[config.mk]
export PLATFORM = sky130hd
export DESIGN_NAME = record_table_search_and_sort_top
export DESIGN_NICKNAME = d
export VERILOG_FILES = /design/src/rtl/rtss_pkg.sv /design/src/rtl/rtss_ram.sv /design/src/rtl/rtss_ctrl.sv /design/src/rtl/record_table_search_and_sort_top.sv
export SDC_FILE = /design/constraint.sdc
export NUM_CORES = 1
export LEC_CHECK = 0
export BUFFER_PORTS_ARGS = -buffer_cell sky130_fd_sc_hd__buf_2
export CAP_MARGIN = 20
export CORE_MARGIN = 2
export CORE_UTILIZATION = 55
export CTS_BUF_LIST = sky130_fd_sc_hd__clkbuf_16
export DETAILED_ROUTE_END_ITERATION = 10
export HOLD_SLACK_MARGIN = 0.08
export PLACE_DENSITY_LB_ADDON = 0.15
export SYNTH_ARGS = -nofsm -noshare
export SYNTH_HDL_FRONTEND = slang
export SYNTH_SLANG_ARGS = --single-unit
[constraint.sdc]
create_clock -name clock -period 7.15 [get_ports clock]
set_clock_uncertainty 0.1 [all_clocks]
set_input_delay 0.3575 -clock clock [delete_from_list [all_inputs] [get_ports clock]]
set_output_delay 0.3575 -clock clock [all_outputs]
set_load 0.01 [all_outputs]
[src/rtl/rtss_pkg.sv]
`timescale 1ns / 1ps

package rtss_pkg;

   localparam int RTSS_RECORDS = 8;

   localparam int ACCT_W   = 31;
   localparam int BAL_W    = 32;
   localparam int CMD_W    = 2;
   localparam int STATUS_W = 3;
   localparam int REC_W    = ACCT_W + 1 + BAL_W;

   typedef enum logic [CMD_W-1:0] {
      CMD_LOAD   = 2'd0,
      CMD_SEARCH = 2'd1,
      CMD_SORT   = 2'd2,
      CMD_NONE   = 2'd3
   } cmd_type;

   typedef enum logic [STATUS_W-1:0] {
      ST_STORED    = 3'd0,
      ST_FOUND     = 3'd1,
      ST_NOT_FOUND = 3'd2,
      ST_FULL      = 3'd3,
      ST_SORTED    = 3'd4,
      ST_EMPTY     = 3'd5
   } status_type;

   typedef struct packed {
      logic [ACCT_W-1:0]       account;
      logic                    kind;
      logic signed [BAL_W-1:0] balance;
   } record_type;

   typedef struct packed {
      logic       valid;
      status_type status;
      record_type rec;
      logic       last;
   } rsp_type;

endpackage

[src/rtl/rtss_ram.sv]
`timescale 1ns / 1ps

module rtss_ram #(
   parameter int WIDTH = 64,
   parameter int DEPTH = 8
) (
   input  logic                     clock,
   input  logic                     wr_en,
   input  logic [$clog2(DEPTH)-1:0] wr_addr,
   input  logic [WIDTH-1:0]         wr_data,
   input  logic [$clog2(DEPTH)-1:0] rd_addr,
   output logic [WIDTH-1:0]         rd_data
);

   logic [WIDTH-1:0] mem [DEPTH];
   logic [WIDTH-1:0] rd_data_ff;

   always_ff @(posedge clock) begin
      if (wr_en) begin
         mem[wr_addr] <= wr_data;
      end
      rd_data_ff <= mem[rd_addr];
   end

   assign rd_data = rd_data_ff;

endmodule

[src/rtl/rtss_ctrl.sv]
`timescale 1ns / 1ps

module rtss_ctrl
   import rtss_pkg::*;
#(
   parameter int RECORDS = RTSS_RECORDS,
   localparam int IDX_W = $clog2(RECORDS),
   localparam int CNT_W = $clog2(RECORDS + 1)
) (
   input  logic                    clock,
   input  logic                    reset,
   input  logic                    start,
   input  cmd_type                 cmd,
   input  record_type              req_rec,
   output logic                    busy,
   output rsp_type                 rsp,
   output logic                    ram_we,
   output logic [IDX_W-1:0]        ram_waddr,
   output record_type              ram_wdata,
   output logic [IDX_W-1:0]        ram_raddr,
   input  record_type              ram_rdata
);

   typedef enum logic [6:0] {
      S_IDLE   = 7'b0000001,
      S_SEARCH = 7'b0000010,
      S_HOLD   = 7'b0000100,
      S_CMP    = 7'b0001000,
      S_WBI    = 7'b0010000,
      S_EMIT0  = 7'b0100000,
      S_EMIT   = 7'b1000000
   } state_type;

   state_type         state_ff, state_in;
   logic [CNT_W-1:0]  count_ff, count_in;
   logic [ACCT_W-1:0] key_ff, key_in;
   record_type        held_ff, held_in;
   logic [IDX_W-1:0]  i_ff, i_in;
   logic [IDX_W-1:0]  j_ff, j_in;
   logic [IDX_W-1:0]  idx_ff, idx_in;

   logic [CNT_W-1:0]  cnt_m1;
   logic [IDX_W-1:0]  last_idx;
   logic              swap;

   assign cnt_m1   = count_ff - CNT_W'(1);
   assign last_idx = cnt_m1[IDX_W-1:0];
   assign swap     = $signed(held_ff.balance) > $signed(ram_rdata.balance);
   assign busy     = (state_ff != S_IDLE);

   always_comb begin
      state_in  = state_ff;
      count_in  = count_ff;
      key_in    = key_ff;
      held_in   = held_ff;
      i_in      = i_ff;
      j_in      = j_ff;
      idx_in    = idx_ff;
      ram_we    = 1'b0;
      ram_waddr = '0;
      ram_wdata = held_ff;
      ram_raddr = '0;
      rsp       = '0;

      unique case (state_ff)
         S_IDLE: begin
            if (start) begin
               unique case (cmd)
                  CMD_LOAD: begin
                     rsp.valid = 1'b1;
                     rsp.last  = 1'b1;
                     if (count_ff == CNT_W'(RECORDS)) begin
                        rsp.status = ST_FULL;
                     end else begin
                        ram_we     = 1'b1;
                        ram_waddr  = count_ff[IDX_W-1:0];
                        ram_wdata  = req_rec;
                        rsp.status = ST_STORED;
                        rsp.rec    = req_rec;
                        count_in   = count_ff + CNT_W'(1);
                     end
                  end
                  CMD_SEARCH: begin
                     key_in = req_rec.account;
                     if (count_ff == '0) begin
                        rsp.valid  = 1'b1;
                        rsp.last   = 1'b1;
                        rsp.status = ST_NOT_FOUND;
                     end else begin
                        idx_in   = '0;
                        state_in = S_SEARCH;
                     end
                  end
                  CMD_SORT: begin
                     if (count_ff == '0) begin
                        rsp.valid  = 1'b1;
                        rsp.last   = 1'b1;
                        rsp.status = ST_EMPTY;
                     end else if (count_ff == CNT_W'(1)) begin
                        idx_in   = '0;
                        state_in = S_EMIT;
                     end else begin
                        i_in     = '0;
                        state_in = S_HOLD;
                     end
                  end
                  default: begin
                  end
               endcase
            end
         end

         // one entry compared per cycle, next read issued alongside
         S_SEARCH: begin
            if (ram_rdata.account == key_ff) begin
               rsp.valid  = 1'b1;
               rsp.last   = 1'b1;
               rsp.status = ST_FOUND;
               rsp.rec    = ram_rdata;
               state_in   = S_IDLE;
            end else if (idx_ff == last_idx) begin
               rsp.valid  = 1'b1;
               rsp.last   = 1'b1;
               rsp.status = ST_NOT_FOUND;
               state_in   = S_IDLE;
            end else begin
               idx_in    = idx_ff + IDX_W'(1);
               ram_raddr = idx_ff + IDX_W'(1);
            end
         end

         // hold slot i, then walk j over the rest
         S_HOLD: begin
            held_in   = ram_rdata;
            j_in      = i_ff + IDX_W'(1);
            ram_raddr = i_ff + IDX_W'(1);
            state_in  = S_CMP;
         end

         S_CMP: begin
            if (swap) begin
               ram_we    = 1'b1;
               ram_waddr = j_ff;
               ram_wdata = held_ff;
               held_in   = ram_rdata;
            end
            if (j_ff == last_idx) begin
               state_in = S_WBI;
            end else begin
               j_in      = j_ff + IDX_W'(1);
               ram_raddr = j_ff + IDX_W'(1);
            end
         end

         // write back slot i, start the next pass on a different slot
         S_WBI: begin
            ram_we    = 1'b1;
            ram_waddr = i_ff;
            ram_wdata = held_ff;
            if ((i_ff + IDX_W'(1)) == last_idx) begin
               state_in = S_EMIT0;
            end else begin
               i_in      = i_ff + IDX_W'(1);
               ram_raddr = i_ff + IDX_W'(1);
               state_in  = S_HOLD;
            end
         end

         S_EMIT0: begin
            idx_in   = '0;
            state_in = S_EMIT;
         end

         S_EMIT: begin
            rsp.valid  = 1'b1;
            rsp.status = ST_SORTED;
            rsp.rec    = ram_rdata;
            if (idx_ff == last_idx) begin
               rsp.last = 1'b1;
               state_in = S_IDLE;
            end else begin
               idx_in    = idx_ff + IDX_W'(1);
               ram_raddr = idx_ff + IDX_W'(1);
            end
         end

         default: begin
            state_in = S_IDLE;
         end
      endcase
   end

   always_ff @(posedge clock) begin
      if (reset) begin
         state_ff <= S_IDLE;
         count_ff <= '0;
      end else begin
         state_ff <= state_in;
         count_ff <= count_in;
      end
   end

   always_ff @(posedge clock) begin
      key_ff  <= key_in;
      held_ff <= held_in;
      i_ff    <= i_in;
      j_ff    <= j_in;
      idx_ff  <= idx_in;
   end

endmodule

[src/rtl/record_table_search_and_sort_top.sv]
`timescale 1ns / 1ps

// Channel    Direction  Handshake                   Word
// ---------  ---------  --------------------------  ------------------------------------
// request    in         start high while busy low   command, account, type, balance
// response   out        rsp_strobe, one cycle       status, account, type, balance, last
//
// Load and unused commands finish in the accept cycle and busy stays low; a
// load's response word is registered and follows in the next cycle, while
// an unused command gives none. After the accept edge a search holds busy
// until slot k matches or all n records miss. A sort of n >= 2 records makes
// a pass for each slot i but the last (hold slot i, compare it with each later
// slot, write slot i back), then an emit read and n emit words; a sort of one
// record goes straight to the emit. The single read port of the record memory sets the pace.
// Reset (synchronous) empties the table; the memory itself is not cleared.
// The receiver cannot stall: each response word is valid for one cycle only.
module record_table_search_and_sort_top
   import rtss_pkg::*;
#(
   parameter int RECORDS = RTSS_RECORDS
) (
   input  logic                    clock,
   input  logic                    reset,
   input  logic                    start,
   output logic                    busy,
   input  logic [CMD_W-1:0]        req_command,
   input  logic [ACCT_W-1:0]       req_account_no,
   input  logic                    req_account_type,
   input  logic signed [BAL_W-1:0] req_balance,
   output logic                    rsp_strobe,
   output logic [STATUS_W-1:0]     rsp_status,
   output logic [ACCT_W-1:0]       rsp_found_account,
   output logic                    rsp_found_type,
   output logic signed [BAL_W-1:0] rsp_found_balance,
   output logic                    rsp_last
);

   localparam int IDX_W = $clog2(RECORDS);

   record_type        req_rec;
   rsp_type           rsp_in;
   rsp_type           rsp_ff;
   logic              ram_we;
   logic [IDX_W-1:0]  ram_waddr;
   record_type        ram_wdata;
   logic [IDX_W-1:0]  ram_raddr;
   logic [REC_W-1:0]  ram_rdata;
   logic [REC_W-1:0]  ram_data_w;

   // pack the request word into a table record
   assign req_rec.account = req_account_no;
   assign req_rec.kind    = req_account_type;
   assign req_rec.balance = req_balance;

   rtss_ctrl #(
      .RECORDS (RECORDS)
   ) u_ctrl (
      .clock     (clock),
      .reset     (reset),
      .start     (start),
      .cmd       (cmd_type'(req_command)),
      .req_rec   (req_rec),
      .busy      (busy),
      .rsp       (rsp_in),
      .ram_we    (ram_we),
      .ram_waddr (ram_waddr),
      .ram_wdata (ram_wdata),
      .ram_raddr (ram_raddr),
      .ram_rdata (record_type'(ram_rdata))
   );

   // record store: one write port, one registered read port
   rtss_ram #(
      .WIDTH (REC_W),
      .DEPTH (RECORDS)
   ) u_store (
      .clock   (clock),
      .wr_en   (ram_we),
      .wr_addr (ram_waddr),
      .wr_data (REC_W'(ram_wdata)),
      .rd_addr (ram_raddr),
      .rd_data (ram_data_w)
   );

   assign ram_rdata = ram_data_w;

   // response register: hold each word for exactly one cycle
   always_ff @(posedge clock) begin
      if (reset) begin
         rsp_ff.valid <= 1'b0;
      end else begin
         rsp_ff.valid <= rsp_in.valid;
      end
      rsp_ff.status <= rsp_in.status;
      rsp_ff.rec    <= rsp_in.rec;
      rsp_ff.last   <= rsp_in.last;
   end

   assign rsp_strobe        = rsp_ff.valid;
   assign rsp_status        = rsp_ff.status;
   assign rsp_found_account = rsp_ff.rec.account;
   assign rsp_found_type    = rsp_ff.rec.kind;
   assign rsp_found_balance = rsp_ff.rec.balance;
   assign rsp_last          = rsp_ff.last;

endmodule

==> metrics.txt <==
router iterations before antenna repair=8; # DRC=0; Power Dens Cells=296 nW/um2; Tot Pwr=approximately 10 mW; Critical Path RT=7290 ps; ratio of final minimum period to clock period=about 74%; deepest clock path buffer count=3; Ant. Diodes=0; origin of the critical flop-to-flop path=u_ctrl.held_ff[5]; htree depth=3; crit path max fanout=36; Synth Area in XOR/XNOR=1.43%; Die Footprint=55900 um2; setup repair bufs after CTS=0; combinational family with the most area after synthesis=multiplexers; status=finished, final reports clean; Setup crit start=u_ctrl.held_ff[5]; grt total ovfl=0; Crit Path Class=reg -> reg; placement row count=85; sequential area share after synthesis=71.9%; commonest cells in the netlist=edfxtp_1, mux2i_1, a22o_1; Levels on crit path=9; Worst-Skew Late Latency=610 ps; CP cell instances=ha_1 > nand4_1 > nor4_1 > nand2_1 > and3_1 > mux2i_1 > o21ai_0 > and3b_4 > buf_4; first-pass GRT wire length=approximately 95000 um; drt initial violations=1179; syn nets=1948; Syn Area/Cell=approximately 16 um2; relative slew slack=17.9%; Filler cells=between 3000 and 4000; HPWL Detailed=34100 um; Root Driver=clkbuf_16; initial antenna violation count=1; CP endpoint kind=flip-flop; placed cells=around 2600; Port Buffers=138; number of flops mapped to enable cells by yosys=616; worst path bufs/invs=1; YS warnings=0; kind of cell adding the most delay to the critical path=simple AND/OR/NAND/NOR gates; FF+latch area=21400 um2; Slowest-stage cell, CP=and3b_4; Hold Path Stages=4; post-synthesis simple-gate area fraction=under 10%; count leader, synth=edfxtp_1; synthesized flop and latch total=between 700 and 800; top cell type's share of synthesized area=62.2%; initial core utilization=55.4%; fin crit period=between 5000 and 6000 ps; core area=53600 um2; Post-Synth Adder-Cell Area=1.81%; element type at the critical path start=flip-flop; Reg2Reg Setup Slack=1890 ps; Worst VDD drop=184 uV; worst slew pin tran=approximately 1200 ps; total negative slack=0 ps; RSZ-0062 raised after global routing=false; Worst Path Arrival=~5400 ps; multiplexer area fraction after synthesis=10.1%; fin nets=2172; multi-input logic area=7480 um2; Mapped Area=29700 um2; synth top area cells=edfxtp_1, dfxtp_1, mux2i_1; endpoints failing setup=0; Max Cap Viol=0; Post-synth ARST share=0%; Hold Vio Cnt, Final=0; vias=16100; CTS tree=built; Clock transition at path regs=60 ps; critical path's largest stage delay=910 ps; Cell variety after synth=67; number of global-route vias before repair=16200; area leader, netlist=edfxtp_1; die extent in x=236 um; share of layout cells above drive strength 1=15.5%; vias per inst=5.73; largest net degree at the start of global routing=~140; reg-to-reg endpoint=u_store.mem[4][12]; Slew Limit Fails=0; Final Wtd Congestion=0.769; Worst Setup EP=u_store.mem[4][12]; Worst Reg2Reg Path Length in Cells=9; clk sinks=760; Pleak=12.1 nW; Num CTS Buffers=just under 80; Tightest Hold Check Type=in -> reg; Synth Instances=1836; antenna-violating nets left=0; GRT Resource Usage Total=22.5%; Top FF cell, synth=edfxtp_1; post-route non-filler standard cell count=2820; WL final=62700 um; Die Height=236 um; area grow syn2layout=14.3%; fmax=190 MHz; Top Ports=139; Final Core Density=63.4%; wire length per cell=22.2 um; Compound-Gate Fraction of Synth Area=under 10%
## kinds of logic after synthesis
family	after synthesis
XOR/XNOR	46
AND/OR/NAND/NOR	227
flip-flops	760
buffers and inverters	159
multiplexers	296
adder cells (fa/ha/maj)	43
AO/OA/AOI/OAI	305
## registers in the layout, indices dropped and copies added, names as in the netlist
signal             flops
rsp_found_account     31
rsp_found_balance     32
rsp_found_type         1
rsp_last               1
rsp_status             3
rsp_strobe             1
u_ctrl.count_ff        4
u_ctrl.held_ff        64
u_ctrl.i_ff            3
u_ctrl.idx_ff          3
u_ctrl.j_ff            3
u_ctrl.key_ff         31
u_ctrl.state_ff        7
u_store.mem          512
u_store.rd_data       64
## report_power, final
group	internal, mW	switching (mW)
logic	0.445	0.695
registers	5.05	0.121
clock network	2.13	1.61
total	7.63	2.43
## worst register-to-register path, delay by kind of cell, from the launching register on
kind,cells,cell delay [ps]
AOI/OAI and AO/OA,1,400
buffers and inverters,1,610
muxes,1,680
DFF,1,400
adders and majority gates,1,330
and+or+nand+nor,5,2380
## routing by layer
metal / global-route usage (%) / share of wire [%] / vias up
met5: 0 / 0 / -
met4: 6.81 / 2.2 / 0
met3: 3.95 / 5.1 / 101
met2: 37.1 / 48 / 428
met1: 30.6 / 44 / 8148
li1: - / - / 7468
## how the worst min path moves through the flow
stage,start,to,slack [ps]
after floorplan,u_store.rd_data[10],u_ctrl.held_ff[10],310
after global placement,u_store.rd_data[3],u_ctrl.held_ff[3],310
after detailed placement,u_store.rd_data[11],u_ctrl.held_ff[11],310
after CTS,req_command[1],rsp_status[1],170
after global routing,req_command[1],rsp_status[1],230
final,req_command[0],rsp_status[1],210
## through the flow
step	hold slack, ps	cell area [um2]	worst slack [ps]
2_1_floorplan	308	29700	6.00
3_3_place_gp	312	30900	2070
3_5_place_dp	314	30900	1920
4_1_cts	168	33900	1910
5_1_grt	231	34000	1620
6_report	207	34000	1890
## final cells by class
class                      count  area share [%]
sequential                   760            62.9
multi-input combinational    917            22.0
clock buffer                  80            5.89
timing repair buffer         229            4.70
tap                          696            2.56
clock inverter                63            1.06
inverter                      75           0.829
## cells in the final DEF (no fill, tap or decap), types with 4 or more instances in the layout
cell and instances:
clkinv_2 11, ha_1 43, edfxtp_1 616, buf_2 138, nor3_1 6, nor2b_1 8
and2_1 4, xnor2_1 5, xor2_1 39, o21ai_0 75, a21o_1 5, nor2_1 82
mux2_2 33, a21oi_1 21, nand4_1 12, and3_1 8, nor2_2 4, clkinv_1 19
a21oi_2 4, mux2i_1 263, nor4_1 8, inv_1 100, nand2_1 59, dfxtp_1 144
dlygate4sd3_1 66, buf_4 20, clkbuf_16 80, nand3_1 7, a22o_1 162
## what timing repair did
item / CTS / global route
setup endpoints to repair: 0 / 0
gates resized for setup: 0 / 0
hold endpoints to repair: 125 / 0
hold buffers: 66 / 0
Power figures use the tool's default switching activity.
